[src/rtl/cwr_pkg.sv]
// Shared types, constants and helpers for the cell wall ray hit test.
package cwr_pkg;

  // Angle and geometry
  localparam int unsigned AngleBits = 16;
  localparam int unsigned HeadingW  = 16;
  localparam int unsigned HalfSize  = 1344;
  localparam int unsigned DeadBand  = 3;

  // Field widths
  localparam int unsigned PosW   = 24;
  localparam int unsigned LocW   = PosW + 1;   // pose minus origin
  localparam int unsigned OffW   = PosW + 2;   // half size plus/minus local
  localparam int unsigned TrigW  = 17;         // Q1.15 after quadrant negate
  localparam int unsigned HalfW  = 17;
  localparam int unsigned ProdW  = OffW + TrigW;
  localparam int unsigned SumW   = ProdW + 1;
  localparam int unsigned BndW   = HalfW + TrigW + 1;
  localparam int unsigned MaskW  = 4;
  localparam int unsigned CfgIdxW = 2;

  // CORDIC
  localparam int unsigned CordicSteps = 20;
  localparam int unsigned StepW = $clog2(CordicSteps);
  localparam int unsigned CxW   = 34;
  localparam int unsigned PhW   = 32;
  localparam logic signed [CxW-1:0] CORDIC_X0 = CxW'(652032874);

  localparam logic signed [PhW-1:0] ATAN_TAB [CordicSteps] = '{
    32'sd536870912, 32'sd316933406, 32'sd167458907, 32'sd85004756, 32'sd42667331,
    32'sd21354465,  32'sd10679838,  32'sd5340245,   32'sd2670163,  32'sd1335087,
    32'sd667544,    32'sd333772,    32'sd166886,    32'sd83443,    32'sd41722,
    32'sd20861,     32'sd10430,     32'sd5215,      32'sd2608,     32'sd1304
  };

  localparam logic signed [OffW-1:0] HALF_OFF = OffW'(HalfSize);
  localparam logic signed [HalfW-1:0] HALF_H  = HalfW'(HalfSize);
  localparam logic signed [TrigW-1:0] DEAD_P  = TrigW'(DeadBand);
  localparam logic signed [TrigW-1:0] DEAD_N  = -TrigW'(DeadBand);

  typedef enum logic [CfgIdxW-1:0] {
    CFG_WALL_MASK = 2'd0,
    CFG_ORIGIN_X  = 2'd1,
    CFG_ORIGIN_Y  = 2'd2
  } cfg_reg_t;

  // Data carried along the CORDIC chain
  typedef struct packed {
    logic signed [CxW-1:0]  x;
    logic signed [CxW-1:0]  y;
    logic signed [PhW-1:0]  z;
    logic [1:0]             quad;
    logic signed [LocW-1:0] lx;
    logic signed [LocW-1:0] ly;
  } cordic_t;

  function automatic logic signed [ProdW-1:0] smul(input logic signed [OffW-1:0] a,
                                                   input logic signed [TrigW-1:0] b);
    smul = ProdW'(a) * ProdW'(b);
  endfunction

endpackage

[src/rtl/cwr_cordic_cell.sv]
// One rotation step of the CORDIC chain, registered.
module cwr_cordic_cell (
  input  logic                           clk,
  input  logic                           rst,
  input  logic                           en,
  input  logic [cwr_pkg::StepW-1:0]      step,
  input  logic                           in_vld,
  input  cwr_pkg::cordic_t               din,
  output logic                           out_vld,
  output cwr_pkg::cordic_t               dout
);
  import cwr_pkg::*;

  logic signed [CxW-1:0] dx;
  logic signed [CxW-1:0] dy;
  logic signed [PhW-1:0] ang;

  assign dx  = din.y >>> step;
  assign dy  = din.x >>> step;
  assign ang = ATAN_TAB[step];

  always_ff @(posedge clk) begin
    if (rst) begin
      out_vld <= 1'b0;
    end else if (en) begin
      out_vld <= in_vld;
    end
  end

  always_ff @(posedge clk) begin
    if (en) begin
      dout.quad <= din.quad;
      dout.lx   <= din.lx;
      dout.ly   <= din.ly;
      if (!din.z[PhW-1]) begin
        dout.x <= din.x - dx;
        dout.y <= din.y + dy;
        dout.z <= din.z - ang;
      end else begin
        dout.x <= din.x + dx;
        dout.y <= din.y - dy;
        dout.z <= din.z + ang;
      end
    end
  end

endmodule

[config.mk]
export PLATFORM = sky130hd
export DESIGN_NAME = cwr_cordic_cell
export DESIGN_NICKNAME = d
export VERILOG_FILES = /design/src/rtl/cwr_pkg.sv /design/src/rtl/cwr_cordic_cell.sv
export SDC_FILE = /design/constraint.sdc
export NUM_CORES = 1
export LEC_CHECK = 0
export BUFFER_PORTS_ARGS = -buffer_cell sky130_fd_sc_hd__buf_2
export CAP_MARGIN = 20
export CORE_MARGIN = 3
export CORE_UTILIZATION = 30
export CTS_BUF_LIST = sky130_fd_sc_hd__clkbuf_4 sky130_fd_sc_hd__clkbuf_8
export DETAILED_ROUTE_END_ITERATION = 6
export HOLD_SLACK_MARGIN = 0.05
export SETUP_SLACK_MARGIN = 0.1
export SYNTH_ARGS = -nofsm -noshare
export SYNTH_HDL_FRONTEND = slang
export SYNTH_SLANG_ARGS = --single-unit
export TNS_END_PERCENT = 30
[constraint.sdc]
create_clock -name clk -period 7.82 [get_ports clk]
set_input_delay 0.782 -clock clk [delete_from_list [all_inputs] [get_ports clk]]
set_output_delay 0.782 -clock clk [all_outputs]
set_load 0.01 [all_outputs]
[Word level (Yosys, flattened, before mapping)]
Memory sizes are Yosys's and may differ from the RTL's.
Cells that the tools add are included.
Word-level totals
  memories kept: 1
  logic and storage cells: 21
  bits in read-only memories: 1024
  bits in registers: 153
  output and inout bits: 153
  bits of input ports: 161
Operators by class
  add/subtract/negate cells: 6
  muxes and demuxes: 3
  bitwise logic cells: 1
  shift-type cells: 2
  order comparisons: 1
Memories
  (name not given): depth 32, width 32, rd ports 1, clocked after memory_dff 0, wr ports 0, RTL line cwr_cordic_cell.sv:20  | assign ang = ATAN_TAB[step];
Operators with widths (number)
  $mux 100: 1
  $add 34x34->34: 2
  $sshr 34x5->34: 2
  $sub 34x34->34: 2
  $mux 32: 2
  $add 32x32->32: 1
  $sub 32x32->32: 1
  $ge 6x6->1 const B: 1
  $not 5->6: 1

[Longest topological paths before layout]
Gate-level depths: netlist of the first run.
  depth in word-level cells: 6
  depth in mapped cells: 27

[Worst setup path before layout of the first run]
Ideal clock, no wire load.
  path type: input -> register
  start point: input step[1] (netlist name)
  end point: register dout[82] (netlist name), data pin
  data arrival time: 5.946 ns
  data required time: 7.562 ns
  library setup time: 0.258 ns
  stages: 22
  slack: 1.617 ns
  buffers on the path: 3
  cells stage by stage: buf_2 inv_2 buf_1 clkbuf_1 ha_1 nor2b_1 a211oi_1 a311oi_1 nand2_1 nor4_1 a31oi_1 xor2_1 ha_1 a21oi_1 o21ai_0 a2111o_1 and2_1 a211o_1 a311oi_1 o21bai_1 a21oi_1 xnor2_1
On the way
  longest elaborated chain between the ends: 6
  elaborated cells on any way between the ends: 7
RTL lines
  from (decl): RTL line cwr_cordic_cell.sv:6  | input logic [cwr_pkg::StepW-1:0] step,
  $not 5->6 (not written as such) (*): RTL line cwr_cordic_cell.sv:20
  $mem_v2 32x32 (*)
  $mux 32 (not written as such) (*) (2 in series): RTL line cwr_cordic_cell.sv:20
  $sub 32x32->32 or $add 32x32->32 (tied branches): RTL line cwr_cordic_cell.sv:38, cwr_cordic_cell.sv:42
  $mux 100 (*): RTL line cwr_cordic_cell.sv:35  | if (!din.z[PhW-1]) begin
  to (decl): RTL line cwr_cordic_cell.sv:10  | output cwr_pkg::cordic_t dout
Every way passes the cells marked *; elsewhere a longest branch is shown, timed or not. The select of a mux whose other input is x is not followed.
A chain may end at the register's enable or synchronous reset.

[Final worst setup path of the first run]
  start point: input step[0] (netlist name)
  end point: register dout[112] (netlist name), data pin
On the way
  longest elaborated chain between the ends: 3
  elaborated cells on any way between the ends: 4
RTL lines
  $sshr 34x5->34 (*): RTL line cwr_cordic_cell.sv:19  | assign dy = din.x >>> step;
  $add 34x34->34 or $sub 34x34->34 (tied branches): RTL line cwr_cordic_cell.sv:37, cwr_cordic_cell.sv:41
  $mux 100 (*): RTL line cwr_cordic_cell.sv:35
Every way passes the cells marked *; elsewhere a longest branch is shown, timed or not.

==> reports/metrics.yaml, run 1 <==
synth_nets: 2003
cts-buffers-inserted: 17
first_global_vias: 15530
post-route-min-period_ns: 6.526
endpoint_kind: "flop"
synth_mux_area_share_pct: 17.20
clock_latency_ns: 0.56
status: "finished clean"
vias: 15830
drt_iter0_drc: 1259
slowest_stage: "mux4_1"
place_congestion: 1.041
drtAntennaViolNets: 0
synth_fa_ha_area_share_pct: 8.281
yosys.area.top_type: "edfxtp_1"
maxSlewHeadroom_pct: 21.49
yosysMostFrequentCell: "edfxtp_1"
core_sq_um: 55420
rr_startpoint: "out_vld"
wl_per_cell_um: 23.36
rr_endpoint: "out_vld"
reg2regPathDepth: 2
crit_path_end: "dout[112]"
die_y_um: 243.3
grt_pass1_wl_um: 97320
fillers: 5604
synthTopCellsByCount: "edfxtp_1, a21oi_1, nand2_1"
antenna_found_initial: 6
final_cells: 2788
peakVddDrop_v: 0.0001294
synth-edff-count: 152
ioPinCount: 314
grt_max_degree: 94
crit_chain: "buf_6 > buf_4 > mux4_1 > mux2_2 > mux2_2 > a221o_1 > nor3_1 > and4_1 > nor3b_1 > nor2_1 > xnor2_1 > ha_1 > a21o_1 > a21o_1 > a21o_1 > a221o_1 > a21oi_1 > o21ai_0 > a21o_1 > a21oi_1 > xnor2_1"
die_area_sq_um: 59190
power_w: 0.003727
drc_errors: 0
avgViaCountPerCell: 5.677
hp-class: "input pin to flop"
setup_viol: 0
rsz0062_at_grt: "false"
syn2layout_area_growth_pct: 17.12
first_pass_iters: 5
drive_gt1_share_pct: 26.85
grtUsageTotal_pct: 21.45
period_share_pct: 83.46
cts_setup_buffers: 0
maxCapViolations: 0
synth-compound-area-share_pct: 20.61
ys_seq_area_share_pct: 27.14
port_buffers: 313
synth_cell_types: 97
nets: 2295
startpoint: "step[0]"
hpwlAfterDp_um: 50980
numPlacedInstances: 2753
grt_overflow: 0
root_buffer: "clkbuf_8"
async_reset_ff_share_pct: 0
wl_um: 65130
cts_tree: "yes"
syn_area_sq_um: 16890
arrival_ns: 6.86
clock.fmax_mhz: 153.2
holdBufCountCts: 0
setup-tns-final_ns: 0
die_x_um: 243.3
cp_max_fo: 63
finalHoldViolCount: 0
worst_slew_pin_slew_ns: 1.178
avgSynthCellArea_sq_um: 9.753
total_leakage_power_nw: 8.090
ys_warn_count: 0
synthCells: 1732
synth-seq-cells: 153
clk_pin_slew_ns: 0.12
critPathMaxStageDelay_ns: 0.56
synth_xor_xnor_area_share_pct: 9.022
power.density_nw_per_um2: 188.4
initial_core_util_pct: 30.48
synth_area_leaders: "edfxtp_1, mux4_2, ha_1"
yosys_most_used_dff: "edfxtp_1"
synthSimpleGateAreaFrac_pct: 13.69
clockBufferDepth: 2
ctsHtreeMaxLevel: 4
skew_ns: 0
synth_top_family_by_area: "compound AO/OA/AOI/OAI gates"
r2r_slack_ns: 7.24
cts.sinks: 153
worstSetupPathType: "input pin to flop"
ctsResizeCount: 0
start_kind: "input pin"
crit_path_frequent_cell: "a21o_1"
yosys.area.top_type_share_pct: 27.02
drv_slew: 0
cp.required_ns: 8.15
rows: 86
[cell usage in the layout (no fill, tap or decap), drive strengths merged, types with 30 or more instances in the layout]
master / Yosys / final
mux2: 47 / 47
a31oi: 30 / 30
xnor2: 101 / 101
a21o: 40 / 40
mux2i: 51 / 51
xor2: 73 / 73
nor3: 34 / 34
a21oi: 149 / 149
nor2: 128 / 128
ha: 107 / 107
edfxtp: 152 / 152
nand2: 130 / 130
inv: 45 / 52
mux4: 80 / 80
o21ai: 75 / 75
buf: 54 / 367
[how the worst min path moves through the flow]
stage / end / depth (start not counted) / startpoint
floorplan: out_vld / 2 / out_vld
global placement: out_vld / 2 / out_vld
detailed placement: out_vld / 2 / out_vld
CTS: out_vld / 2 / rst
global route: out_vld / 2 / rst
finish: out_vld / 2 / rst
[layout make-up]
class                           instances  area, sq um  share of cell area (%)
Sequential cell                       153         4584                   23.17
Timing Repair Buffer                  367         2014                   10.18
Multi-Input combinational cell       1439        11620                   58.74
Inverter                               46        172.7                  0.8728
Antenna cell                            3        7.507                 0.03795
Clock inverter                         15        214.0                   1.081
Tap cell                              748        935.9                   4.731
Clock buffer                           17        234.0                   1.183
[per-layer routing]
layer  vias up  GRT usage, %  part of all wire (%)
li1       7305             -                     -
met1      7676         28.56                    43
met2       719         34.02                    46
met3       123         5.217                   8.2
met4         4         7.417                   3.2
met5         -             0                 0.029
[metrics by stage]
step	cell area, sq um	worst slack [ns]	hold WS, ns	util [%]
floorplan	16890	1.617	0.5279	-
global placement	19330	0.8655	0.4707	34.88
detailed placement	19330	0.7758	0.4769	34.88
CTS	19780	1.430	0.2876	35.69
global route	19780	0.9168	0.3018	35.69
finish	19780	1.294	0.3637	35.70
[flip-flops by register name (all words and copies together) (netlist names)]
signal / flops
out_vld: 1
dout: 152
[cell families (layout without fill, tap and decap cells)]
logic type | after synthesis | in the layout
other | 0 | 3
buffers and inverters | 140 | 445
AOI/OAI and AO/OA | 515 | 515
adders and majority gates | 110 | 110
xor gates and xnor gates | 174 | 174
muxes | 178 | 178
DFF | 153 | 153
and+or+nand+nor | 462 | 462
[critical path, delay by kind of cell]
| kind | cells | cell delay, ns |
|---|---|---|
| AOI/OAI and AO/OA | 9 | 2.01 |
| and+or+nand+nor | 4 | 1.38 |
| muxes | 3 | 1.14 |
| buffers and inverters | 2 | 0.88 |
| adders and majority gates | 1 | 0.37 |
| xor gates and xnor gates | 2 | 0.26 |
[report_power, final]
group / switching, W / internal, W / leakage (nW)
combinational: 0.00110 / 0.000770 / 6.37
sequential: 0.0000413 / 0.00114 / 1.50
clock: 0.000421 / 0.000254 / 0.219
total: 0.00156 / 0.00216 / 8.09
(Power assumes the default switching activity.)
==> run 2: changes to the inputs <==
ABC_AREA = 1   (was not set)
clock period = 6.8 ns   (was 7.82 ns; I/O delays follow)
==> run 2 against run 1 <==
  * Core utilization is 0.55 points lower
  * Synthesized area is 2.8% lower
  * Critical path type unchanged
  * Critical endpoint is now dout[83]
  * Register-to-register slack worse by 1.0 ns
==> reports/metrics.yaml, run 2 <==
status: "finished clean"  # unchanged
cts_tree: "yes"  # unchanged
initial_core_util_pct: 30.39  # was 30.48%
wl_um: 57660  # was 65130 um
yosysMostFrequentCell: "nand2_1"  # was edfxtp_1
total_leakage_power_nw: 9.318  # was 8.090 nW
cp_max_fo: 39  # was 63
final_common_cell: "nand2_1"  # was buf_2
reg_top3: "dout: 152 flops, out_vld: 1 flops"  # unchanged
numPlacedInstances: 3383  # was 2753
hold_slack_ns: 0.2986  # was 0.3637 ns
die_x_um: 239.9  # was 243.3 um
min_to: "out_vld"  # unchanged
drt_iter0_drc: 1236  # was 1259
worst_slew_pin_slew_ns: 0.8865  # was 1.178 ns
first_pass_iters: 5  # unchanged
final_cell_mix: "nand2_1, nand3_1, buf_2, inv_1, nor2_1"  # was buf_2, edfxtp_1, a21oi_1, nand2_1, nor2_1
grtUsageTotal_pct: 19.64  # was 21.45%
arrival_ns: 5.57  # was 6.86 ns
synthCells: 2436  # was 1732
async_reset_ff_share_pct: 0  # unchanged
post-route-util_pct: 35.15  # was 35.70%
clock_latency_ns: 0.52  # was 0.56 ns
crit_chain: "buf_2 > inv_2 > buf_4 > ha_1 > or2_2 > o21ai_0 > a221oi_1 > nand4_1 > nor2_1 > nand3_1 > nand2_2 > xor2_1 > ha_1 > a21oi_1 > inv_1 > a31oi_1 > o21ai_0 > a221oi_1 > o21ai_0 > a21oi_1 > xor2_1"  # was buf_6 > buf_4 > mux4_1 > mux2_2 > mux2_2 > a221o_1 > nor3_1 > and4_1 > nor3b_1 > nor2_1 > xnor2_1 > ha_1 > a21o_1 > a21o_1 > a21o_1 > a221o_1 > a21oi_1 > o21ai_0 > a21o_1 > a21oi_1 > xnor2_1
synth_cell_types: 48  # was 97
finalHoldViolCount: 0  # unchanged
grt_pass1_wl_um: 88050  # was 97320 um
yosys.area.top_type: "edfxtp_1"  # unchanged
largest_register: "dout"  # unchanged
reg2regPathDepth: 2  # unchanged
hp-start: "rst"  # unchanged
maxSlewHeadroom_pct: 40.90  # was 21.49%
clk_pin_slew_ns: 0.11  # was 0.12 ns
yosys_most_used_dff: "edfxtp_1"  # unchanged
worstSetupPathType: "input pin to flop"  # unchanged
root_buffer: "clkbuf_8"  # unchanged
maxCapViolations: 0  # unchanged
vias: 17070  # was 15830
synthTopCellsByCount: "nand2_1, nand3_1, inv_1"  # was edfxtp_1, a21oi_1, nand2_1
ctsHtreeMaxLevel: 4  # unchanged
core_sq_um: 54030  # was 55420 sq um
syn_area_sq_um: 16420  # was 16890 sq um
grt_overflow: 0  # unchanged
hpwlAfterDp_um: 47440  # was 50980 um
die_area_sq_um: 57570  # was 59190 sq um
setup_viol: 0  # unchanged
rr_endpoint: "out_vld"  # unchanged
drive_gt1_share_pct: 15.74  # was 26.85%
hp-class: "input pin to flop"  # unchanged
clock.fmax_mhz: 188.6
cp_num_buf_inv: 4  # was 2
rr_startpoint: "out_vld"  # unchanged
wl_per_cell_um: 16.85  # was 23.36 um
r2r_slack_ns: 6.21  # was 7.24 ns
ys_seq_area_share_pct: 27.92  # was 27.14%
setup-tns-final_ns: 0  # unchanged
synth-seq-cells: 153  # unchanged
place_congestion: 0.9410  # was 1.041
synth-edff-count: 152  # unchanged
cts.sinks: 153  # unchanged
syn2layout_area_growth_pct: 15.65  # was 17.12%
first_global_vias: 16080  # was 15530
post-route-min-period_ns: 5.303
grt_max_degree: 78  # was 94
holdBufCountCts: 0  # unchanged
period_share_pct: 77.98
port_buffers: 313  # unchanged
start_kind: "input pin"  # unchanged
ys_warn_count: 0  # unchanged
skew_ns: 0  # unchanged
final_cells: 3422  # was 2788
crit_path_frequent_cell: "o21ai_0"  # was a21o_1
die_y_um: 239.9  # was 243.3 um
drv_slew: 0  # unchanged
endpoint_kind: "flop"  # unchanged
yosys.area.top_type_share_pct: 27.80  # was 27.02%
ctsResizeCount: 0  # unchanged
critical_path.top_delay_family: "compound AO/OA/AOI/OAI gates"  # unchanged
ioPinCount: 314  # unchanged
slowest_stage: "a221oi_1"  # was mux4_1
rsz0062_at_grt: "false"  # unchanged
largest_reg_flops: 152  # unchanged
nets: 2977  # was 2295
avgSynthCellArea_sq_um: 6.740  # was 9.753 sq um
worstHoldPathCells: 2  # unchanged
peakVddDrop_v: 0.0001220  # was 0.0001294 V
cts-buffers-inserted: 17  # unchanged
synth_area_leaders: "edfxtp_1, nand2_1, nand3_1"  # was edfxtp_1, mux4_2, ha_1
drc_errors: 0  # unchanged
rows: 85  # was 86
antenna_found_initial: 8  # was 6
avgViaCountPerCell: 4.987  # was 5.677
drtAntennaViolNets: 0  # unchanged
clockBufferDepth: 2  # unchanged
critPathMaxStageDelay_ns: 0.77  # was 0.56 ns
synth_nets: 2707  # was 2003
power.density_nw_per_um2: 213.9  # was 188.4 nW/um^2
cp.required_ns: 7.07  # was 8.15 ns
cts_setup_buffers: 0  # unchanged
## run 2: power breakdown
group,switching (W),leakage [nW],total (W),internal (W)
Clock,0.000469,0.212,0.000755,0.000286
Sequential,0.0000456,1.50,0.00136,0.00131
Combinational,0.00125,7.61,0.00195,0.000705
## run 2: stage by stage
stage / total power, W / worst slack [ns] / cell area [sq um]
3_5_place_dp: 0.003332 / 1.003 / 18540
2_1_floorplan: 0.002704 / 2.141 / 16420
6_report: 0.004061 / 1.497 / 18990
5_1_grt: 0.004391 / 1.121 / 18970
4_1_cts: 0.004111 / 1.605 / 18970
3_3_place_gp: 0.003338 / 1.028 / 18540
## run 2: layout make-up
cell class / instances / area, sq um
well taps: 696 / 870.8
inverters: 216 / 810.8
repair buffers: 333 / 1723
diodes: 7 / 17.52
clock buffers: 17 / 234.0
clock inverters: 15 / 193.9
multi-input cells: 1985 / 10560
fillers: 5900 / 35040
flip-flops and latches: 153 / 4584
## run 2: worst max path at each step
stage	start	to	slack (ns)	cells after the start
floorplan	step[1]	dout[75]	2.14	28
global placement	step[0]	dout[83]	1.03	21
detailed placement	step[0]	dout[83]	1.00	27
CTS	step[0]	dout[83]	1.60	27
global route	step[0]	dout[78]	1.12	23
finish	step[0]	dout[83]	1.50	21
## run 2: logic make-up (layout without fill, tap and decap cells)
logic type	Yosys count	count (layout)	share of synthesized area [%]
fa+ha+maj	110	110	8.519
flops	153	153	27.92
buf+inv	298	581	7.795
compound gates	305	305	10.55
mux	1	1	0.06096
xor+xnor	168	168	8.961
simple gates	1401	1401	36.20
other cells	0	7	0
## run 2: metal layers
metal  wire (um)  GRT usage (%)  share of wire, %
met4        2220          7.978               3.9
met1       23850          23.69                41
met5          77              0              0.13
met3        3279          3.246               5.7
met2       28230          34.79                49
## run 2: worst reg2reg max path, delay by kind of cell (launching register included)
kind	cells	cell delay (ns)
flops	1	0.33
simple gates	1	0.05
mux	1	0.12
